### config.mk
export PLATFORM = sky130hd
export DESIGN_NAME = hid_boot_keyboard_report_differ_top
export DESIGN_NICKNAME = d
export VERILOG_FILES = /design/src/rtl/hbkrd_pkg.sv /design/src/rtl/hbkrd_seq.sv /design/src/rtl/hid_boot_keyboard_report_differ_top.sv
export SDC_FILE = /design/constraint.sdc
export NUM_CORES = 1
export LEC_CHECK = 0
export ABC_AREA = 1
export BUFFER_PORTS_ARGS = -buffer_cell sky130_fd_sc_hd__buf_2
export CAP_MARGIN = 15
export CELL_PAD_IN_SITES_DETAIL_PLACEMENT = 1
export CELL_PAD_IN_SITES_GLOBAL_PLACEMENT = 2
export CORE_ASPECT_RATIO = 0.75
export CORE_MARGIN = 4
export CORE_UTILIZATION = 36
export CTS_BUF_LIST = sky130_fd_sc_hd__clkbuf_8
export DETAILED_ROUTE_END_ITERATION = 10
export GPL_TIMING_DRIVEN = 0
export PLACE_DENSITY_LB_ADDON = 0.08
export SLEW_MARGIN = 20
export SYNTH_ARGS = -nofsm -noshare
export SYNTH_HDL_FRONTEND = slang
export SYNTH_HIERARCHICAL = 1
export SYNTH_SLANG_ARGS = --single-unit
### constraint.sdc
create_clock -name i_clk -period 4.7 [get_ports i_clk]
set_input_delay 0.94 -clock i_clk [delete_from_list [all_inputs] [get_ports i_clk]]
set_output_delay 0.94 -clock i_clk [all_outputs]
set_load 0.05 [all_outputs]
### src/rtl/hbkrd_pkg.sv
// shared types, constants and microcode table for the boot keyboard report differ
// no dependencies
`default_nettype none

package hbkrd_pkg;

    localparam int KEY_SLOTS = 6;
    localparam int MOD_BITS  = 8;
    localparam int USAGE_W   = 8;
    localparam int SLOT_W    = (KEY_SLOTS > 1) ? $clog2(KEY_SLOTS) : 1;
    localparam int IDX_W     = $clog2((KEY_SLOTS > MOD_BITS) ? KEY_SLOTS : MOD_BITS);
    localparam int PC_W      = 3;
    localparam int IN_DATA_W = USAGE_W * (1 + KEY_SLOTS);
    localparam int IN_DATA_BYTES_W = ((IN_DATA_W + 7) / 8) * 8;

    localparam logic [USAGE_W-1:0] MOD_BASE     = 8'hE0;
    localparam logic [USAGE_W-1:0] KEY_MIN      = 8'h04;
    localparam logic [USAGE_W-1:0] KEY_MAX      = 8'h75;
    localparam logic [USAGE_W-1:0] ROLLOVER_ERR = 8'h01;

    localparam logic [IDX_W-1:0] MOD_LAST_IDX = IDX_W'(MOD_BITS - 1);
    localparam logic [IDX_W-1:0] KEY_LAST_IDX = IDX_W'(KEY_SLOTS - 1);

    typedef enum logic [2:0] {
        OP_GRAB_MOD,
        OP_GRAB_KEY,
        OP_MOD_CHG,
        OP_RELEASE,
        OP_PRESS,
        OP_END
    } t_op;

    typedef enum logic [1:0] {
        COND_ALWAYS,
        COND_GRAB_START,
        COND_REPORT
    } t_cond;

    typedef struct packed {
        t_op              op;
        t_cond            cond;
        logic [PC_W-1:0]  skip_to;
    } t_uword;

    typedef struct packed {
        logic             busy;
        logic             eval;
        t_op              op;
        logic [IDX_W-1:0] idx;
    } t_ctrl;

    localparam logic [PC_W-1:0] PC_MOD_CHG = 3'd2;
    localparam logic [PC_W-1:0] PC_END     = 3'd5;

    function automatic t_uword ucode(input logic [PC_W-1:0] pc);
        t_uword w;
        case (pc)
            3'd0:    w = '{op: OP_GRAB_MOD, cond: COND_GRAB_START, skip_to: PC_MOD_CHG};
            3'd1:    w = '{op: OP_GRAB_KEY, cond: COND_GRAB_START, skip_to: PC_MOD_CHG};
            3'd2:    w = '{op: OP_MOD_CHG,  cond: COND_REPORT,     skip_to: PC_END};
            3'd3:    w = '{op: OP_RELEASE,  cond: COND_REPORT,     skip_to: PC_END};
            3'd4:    w = '{op: OP_PRESS,    cond: COND_REPORT,     skip_to: PC_END};
            default: w = '{op: OP_END,      cond: COND_ALWAYS,     skip_to: PC_END};
        endcase
        return w;
    endfunction

endpackage

`default_nettype wire

### src/rtl/hbkrd_seq.sv
// microcode sequencer: step counter, slot/bit index and conditional skips
// depends on hbkrd_pkg
`default_nettype none

module hbkrd_seq
    import hbkrd_pkg::*;
(
    input  wire logic i_clk,
    input  wire logic i_rst_n,
    input  wire logic i_start,
    input  wire logic i_stall,
    input  wire logic i_grab_start,
    input  wire logic i_rollover,
    output t_ctrl     o_ctrl
);

    logic [PC_W-1:0]  r_pc;
    logic [IDX_W-1:0] r_idx;
    logic             r_busy;
    t_uword           w;
    logic             cond_ok;
    logic [IDX_W-1:0] last_idx;

    always_comb begin
        w = ucode(r_pc);
        case (w.cond)
            COND_ALWAYS:     cond_ok = 1'b1;
            COND_GRAB_START: cond_ok = i_grab_start;
            COND_REPORT:     cond_ok = !i_rollover;
            default:         cond_ok = 1'b0;
        endcase
        case (w.op)
            OP_GRAB_MOD, OP_MOD_CHG: last_idx = MOD_LAST_IDX;
            default:                 last_idx = KEY_LAST_IDX;
        endcase
        o_ctrl.busy = r_busy;
        o_ctrl.eval = r_busy && (w.op != OP_END) && cond_ok;
        o_ctrl.op   = w.op;
        o_ctrl.idx  = r_idx;
    end

    always_ff @(posedge i_clk) begin
        if (!i_rst_n) begin
            r_busy <= 1'b0;
            r_pc   <= '0;
            r_idx  <= '0;
        end else if (!r_busy) begin
            if (i_start) begin
                r_busy <= 1'b1;
                r_pc   <= '0;
                r_idx  <= '0;
            end
        end else if (!i_stall) begin
            if (w.op == OP_END) begin
                r_busy <= 1'b0;
            end else if (!cond_ok) begin
                r_pc  <= w.skip_to;
                r_idx <= '0;
            end else if (r_idx == last_idx) begin
                r_pc  <= r_pc + 1'b1;
                r_idx <= '0;
            end else begin
                r_idx <= r_idx + 1'b1;
            end
        end
    end

endmodule

`default_nettype wire

### src/rtl/hid_boot_keyboard_report_differ_top.sv
// boot keyboard report differ: report registers, event datapath, output stage
// depends on hbkrd_pkg and hbkrd_seq
// an event waits in a one-entry hold until the next event or the end step before it
// reaches the registered output; output stalls hold the steps
// a report runs grab steps over the 8 modifier bits and 6 key slots, skipped unless grab
// starts, then report steps over 8 + 6 + 6 indices, skipped on rollover, then one end step
// synchronous active-low reset clears held reports, grab flag and all control state
`default_nettype none

module hid_boot_keyboard_report_differ_top
    import hbkrd_pkg::*;
(
    input  wire logic                       i_clk,
    input  wire logic                       i_rst_n,
    input  wire logic                       i_s_axis_tvalid,
    output logic                            o_s_axis_tready,
    input  wire logic [IN_DATA_BYTES_W-1:0] i_s_axis_tdata,  // modifier_bits, key_slot_0..5
    input  wire logic                       i_s_axis_tuser,  // grab_active
    output logic                            o_m_axis_tvalid,
    input  wire logic                       i_m_axis_tready,
    output logic [USAGE_W-1:0]              o_m_axis_tdata,  // key_usage
    output logic [2:0]                      o_m_axis_tuser,  // pressed, to_queue, to_console
    output logic                            o_m_axis_tlast   // last_event
);

    typedef struct packed {
        logic [USAGE_W-1:0] usage;
        logic               down;
        logic               queue;
        logic               console;
    } t_event;

    logic [MOD_BITS-1:0] r_new_mods;
    logic [USAGE_W-1:0]  r_new_keys [KEY_SLOTS];
    logic [MOD_BITS-1:0] r_prev_mods;
    logic [USAGE_W-1:0]  r_prev_keys [KEY_SLOTS];
    logic                r_grab_seen;
    logic                r_grab_start;
    logic                r_grabbed;
    logic                r_rollover;

    t_event              r_hold;
    logic                r_hold_valid;
    t_event              r_out;
    logic                r_out_last;
    logic                r_out_valid;

    t_ctrl               ctrl;
    logic                accept;
    logic                out_free;
    logic                stall;
    logic                at_end;
    logic                done;
    logic [SLOT_W-1:0]   slot;
    logic [USAGE_W-1:0]  prev_u;
    logic [USAGE_W-1:0]  new_u;
    logic                prev_in_new;
    logic                new_in_prev;
    t_event              cand;
    logic                cand_valid;

    assign accept          = i_s_axis_tvalid && o_s_axis_tready;
    assign o_s_axis_tready = !ctrl.busy;
    assign out_free        = !r_out_valid || i_m_axis_tready;
    assign at_end          = ctrl.busy && (ctrl.op == OP_END);
    assign stall           = r_hold_valid && !out_free
                             && ((ctrl.eval && cand_valid) || at_end);
    assign done            = at_end && !stall;

    hbkrd_seq u_seq (
        .i_clk        (i_clk),
        .i_rst_n      (i_rst_n),
        .i_start      (accept),
        .i_stall      (stall),
        .i_grab_start (r_grab_start),
        .i_rollover   (r_rollover),
        .o_ctrl       (ctrl)
    );

    // candidate event for the current step and index
    always_comb begin
        slot        = ctrl.idx[SLOT_W-1:0];
        prev_u      = r_prev_keys[slot];
        new_u       = r_new_keys[slot];
        prev_in_new = 1'b0;
        new_in_prev = 1'b0;
        for (int k = 0; k < KEY_SLOTS; k++) begin
            if (r_new_keys[k] == prev_u) prev_in_new = 1'b1;
            if (r_prev_keys[k] == new_u) new_in_prev = 1'b1;
        end
        cand.usage   = prev_u;
        cand.down    = 1'b0;
        cand.queue   = 1'b1;
        cand.console = !r_grabbed;
        cand_valid   = 1'b0;
        case (ctrl.op)
            OP_GRAB_MOD: begin
                cand.usage   = MOD_BASE + USAGE_W'(ctrl.idx);
                cand.queue   = 1'b0;
                cand.console = 1'b1;
                cand_valid   = r_prev_mods[ctrl.idx];
            end
            OP_GRAB_KEY: begin
                cand.queue   = 1'b0;
                cand.console = 1'b1;
                cand_valid   = (prev_u >= KEY_MIN) && (prev_u <= KEY_MAX);
            end
            OP_MOD_CHG: begin
                cand.usage = MOD_BASE + USAGE_W'(ctrl.idx);
                cand.down  = r_new_mods[ctrl.idx];
                cand_valid = r_new_mods[ctrl.idx] ^ r_prev_mods[ctrl.idx];
            end
            OP_RELEASE: begin
                cand_valid = (prev_u >= KEY_MIN) && (prev_u <= KEY_MAX) && !prev_in_new;
            end
            OP_PRESS: begin
                cand.usage = new_u;
                cand.down  = 1'b1;
                cand_valid = (new_u >= KEY_MIN) && (new_u <= KEY_MAX) && !new_in_prev;
            end
            default: begin
                cand_valid = 1'b0;
            end
        endcase
    end

    // report registers
    always_ff @(posedge i_clk) begin
        if (!i_rst_n) begin
            r_prev_mods  <= '0;
            r_grab_seen  <= 1'b0;
            r_grab_start <= 1'b0;
            r_grabbed    <= 1'b0;
            r_rollover   <= 1'b0;
            for (int k = 0; k < KEY_SLOTS; k++) begin
                r_prev_keys[k] <= '0;
            end
        end else begin
            if (accept) begin
                r_new_mods   <= i_s_axis_tdata[MOD_BITS-1:0];
                r_grab_start <= i_s_axis_tuser && !r_grab_seen;
                r_grab_seen  <= i_s_axis_tuser;
                r_grabbed    <= i_s_axis_tuser;
                r_rollover   <= (i_s_axis_tdata[MOD_BITS +: USAGE_W] == ROLLOVER_ERR);
                for (int k = 0; k < KEY_SLOTS; k++) begin
                    r_new_keys[k] <= i_s_axis_tdata[MOD_BITS + k*USAGE_W +: USAGE_W];
                end
            end
            if (done) begin
                r_prev_mods <= r_new_mods;
                for (int k = 0; k < KEY_SLOTS; k++) begin
                    r_prev_keys[k] <= r_new_keys[k];
                end
            end
        end
    end

    // one-event hold so the final event of a report can carry tlast
    always_ff @(posedge i_clk) begin
        if (!i_rst_n) begin
            r_hold_valid <= 1'b0;
            r_out_valid  <= 1'b0;
        end else begin
            if (ctrl.eval && cand_valid && !stall) begin
                r_hold       <= cand;
                r_hold_valid <= 1'b1;
                if (r_hold_valid) begin
                    r_out       <= r_hold;
                    r_out_last  <= 1'b0;
                    r_out_valid <= 1'b1;
                end else if (i_m_axis_tready) begin
                    r_out_valid <= 1'b0;
                end
            end else if (at_end && r_hold_valid && !stall) begin
                r_hold_valid <= 1'b0;
                r_out        <= r_hold;
                r_out_last   <= 1'b1;
                r_out_valid  <= 1'b1;
            end else if (i_m_axis_tready) begin
                r_out_valid <= 1'b0;
            end
        end
    end

    assign o_m_axis_tvalid = r_out_valid;
    assign o_m_axis_tdata  = r_out.usage;
    assign o_m_axis_tuser  = {r_out.console, r_out.queue, r_out.down};
    assign o_m_axis_tlast  = r_out_last;

endmodule

`default_nettype wire

==> flow_summary.yaml <==
die:
  chipHeight_um: 142.8
  core_um2: 23910
  die_x_um: 187.8
  ioPinCount: 75
  dieArea_um2: 26820
  num_rows: 49
  start_util_pct: 36.49
timing:
  finalSetupViolCount: 0
  slew_headroom_pct: 35.47
  post-route-min-period_ns: 3.761
  rsz0062_at_grt: "false"
  fin_crit_sh_pct: 80.02
  tns_ns: 0
  hold_violations: 0
  slew_viol_final: 0
  layout_setup_ws_ns: 0.9392
  fin_worst_skew_ns: 0.02079
  worst_slew_pin_slew_ns: 0.9680
  max_freq_mhz: 265.9
worst_setup_path:
  start_kind: "flip-flop"
  cp_slowest_cell: "dfxtp_1"
  crit_fanout: 12
  worstPathArrival_ns: 3.86
  crit_type: "flip-flop to flip-flop"
  cp-end-kind: "flip-flop"
  critPathTopFamily: "simple AND/OR/NAND/NOR gates"
  path_buf_inv: 1
  worstPathRequired_ns: 4.80
  crit_path_max_incr_delay_ns: 0.62
  crit_path_frequent_cell: "nand2_1"
  crit_chain: "buf_2 > nand3_1 > nand2_1 > nand2_2 > nand2_2 > nand2_1 > nand2_1 > nor2_1 > nand2_1 > nor2_1 > nor2_1 > nand2_1 > nand2_1 > nand2_1 > nand2_2 > nand2_2 > nand2_1 > nand2_1 > nor2_2"
synthesis:
  syn_area_per_cell_um2: 7.588
  synth_top_cell_by_area: "edfxtp_1"
  synth.area.top_cells: "edfxtp_1 (44%), nand2_1 (20%), nand3_1 (6.4%), inv_1 (5.6%), dfxtp_1 (4.6%)"
  synth_edf_count: 127
  syn_area_um2: 8726
  synth_top_area_share_pct: 43.71
  ys_seq_area_share_pct: 48.29
  yosys_warnings: 6
  synth_nets: 1217
  synth_top_flop_cell: "edfxtp_1"
  post-synth-top-count-cell: "nand2_1"
  async_reset_ff_share_pct: 0
  ys_seq_elements: 147
  ys_types: 39
  yosys-top-cells-count: "nand2_1 (473), inv_1 (131), edfxtp_1 (127)"
  synth_cells: 1150
grt:
  antenna_found_initial: 0
  grt_pass1_vias: 7684
  grt_pass1_wl_um: 49540
  overflow: 0
  grtUsageTotal_pct: 25.45
  grt_max_degree: 28
routing:
  vias: 8039
  drc: 0
  drt_wl_total_um: 33720
  drt-vias-per-instance: 5.137
  drt_first_pass_iters: 5
  drt_iter0_drc: 718
  ant_nets: 0
  avgRoutedWirePerCell_um: 21.55
cts:
  ctsRootBufferMaster: "clkbuf_8"
  cts_hold_buf: 0
  cts_made_buffers: 17
  cts.sinks: 147
  cts.htree.levels: 4
  post_cts_buffers: 0
  clkLatencyLatePin_ns: 0.49
  cts_tree: "yes"
  cts_resized: 0
  cts.path.max_buffers: 2
  clk_pin_slew_worst_paths_ns: 0.09
final_layout:
  area_growth_pct: 14.32
  utilization_pct: 41.72
  drive_gt1_share_pct: 14.69
  nets: 1313
  antenna_cells: 0
power:
  p_leak_nw: 4.656
  p_per_area_nw_per_um2: 423.9
  power_mw: 4.229
  vdd_drop_max_mv: 0.2262
placed_design:
  place_hpwl_um: 25170
  portBuffers: 74
  dp_slack_ns: 0.7680
  place.gp.congestion: 0.8661
min_path:
  hp-class: "flip-flop to flip-flop"
status:
  status: "finished, final reports clean"
flow_run:
  max_cap_violations: 0
==> cells by family (layout without fill, tap and decap cells) <==
group,Yosys count,after routing,synth area share (%)
xor+xnor,3,3,0.3012
flops,147,147,48.29
simple gates,732,732,35.06
fa+ha+maj,6,6,0.8603
buf+inv,168,277,8.661
compound gates,94,94,6.825
==> final cells by class <==
type | instances | area, um^2
fill | 3010 | 13930
multi-input combinational | 835 | 3769
tap | 306 | 382.9
inverter | 135 | 514.2
timing repair buffer | 77 | 437.9
clock buffer | 17 | 234.0
buffer | 33 | 244.0
clock inverter | 15 | 180.2
sequential | 147 | 4214
==> layout by cell type, fill, tap and decap left out, types with 17 or more instances in the layout <==
cell type and count:
edfxtp_1 127, o21ai_0 28, nand2_1 473, nand2_2 23
inv_1 132, nand3_1 112, clkbuf_8 17, dfxtp_1 20
buf_2 86, nor2_1 97, a21oi_1 22
==> flip-flops by register name, indices dropped and copies added (netlist names), 3 cells and up <==
register / cells
u_seq/r_idx: 3
u_seq/r_pc: 3
r_hold: 11
r_prev_keys: 48
o_m_axis_tdata: 8
o_m_axis_tuser: 3
r_new_keys: 48
r_prev_mods: 8
r_new_mods: 8
==> stage by stage <==
stage          hold WS (ns)  std cells  cell area (um^2)
6_report             0.4257       1565              9976
5_1_grt              0.4430       1565              9976
4_1_cts              0.4276       1565              9973
3_5_place_dp         0.4062       1533              9559
3_3_place_gp         0.4032       1530              9479
2_1_floorplan        0.4003       1150              8726
==> final timing paths <==
check | from | endpoint | slack (ns) | cells past startpoint
hold / removal | r_hold[7] | o_m_axis_tdata[4] | 0.43 | 0
hold reg to reg | r_hold[7] | o_m_axis_tdata[4] | 0.43 | 0
setup reg to reg | u_seq/r_idx[1] | o_m_axis_tdata[1] | 0.94 | 19
setup / recovery | u_seq/r_idx[1] | o_m_axis_tdata[1] | 0.94 | 19
==> metal layers <==
layer,up-vias,GRT usage (%),share of wire [%]
met3,12,5.938,7.9
met5,-,0,0
met1,3854,39.41,51
met4,0,4.286,0.64
met2,268,36.65,41
li1,3905,-,-
==> report_power, final <==
group | switching, mW | leakage [nW] | internal, mW | total (mW)
Combinational | 1.09 | 3.06 | 0.417 | 1.50
Clock | 0.567 | 0.210 | 0.532 | 1.10
Sequential | 0.0763 | 1.39 | 1.55 | 1.63
No activity file was read; power rests on OpenSTA's default activity.
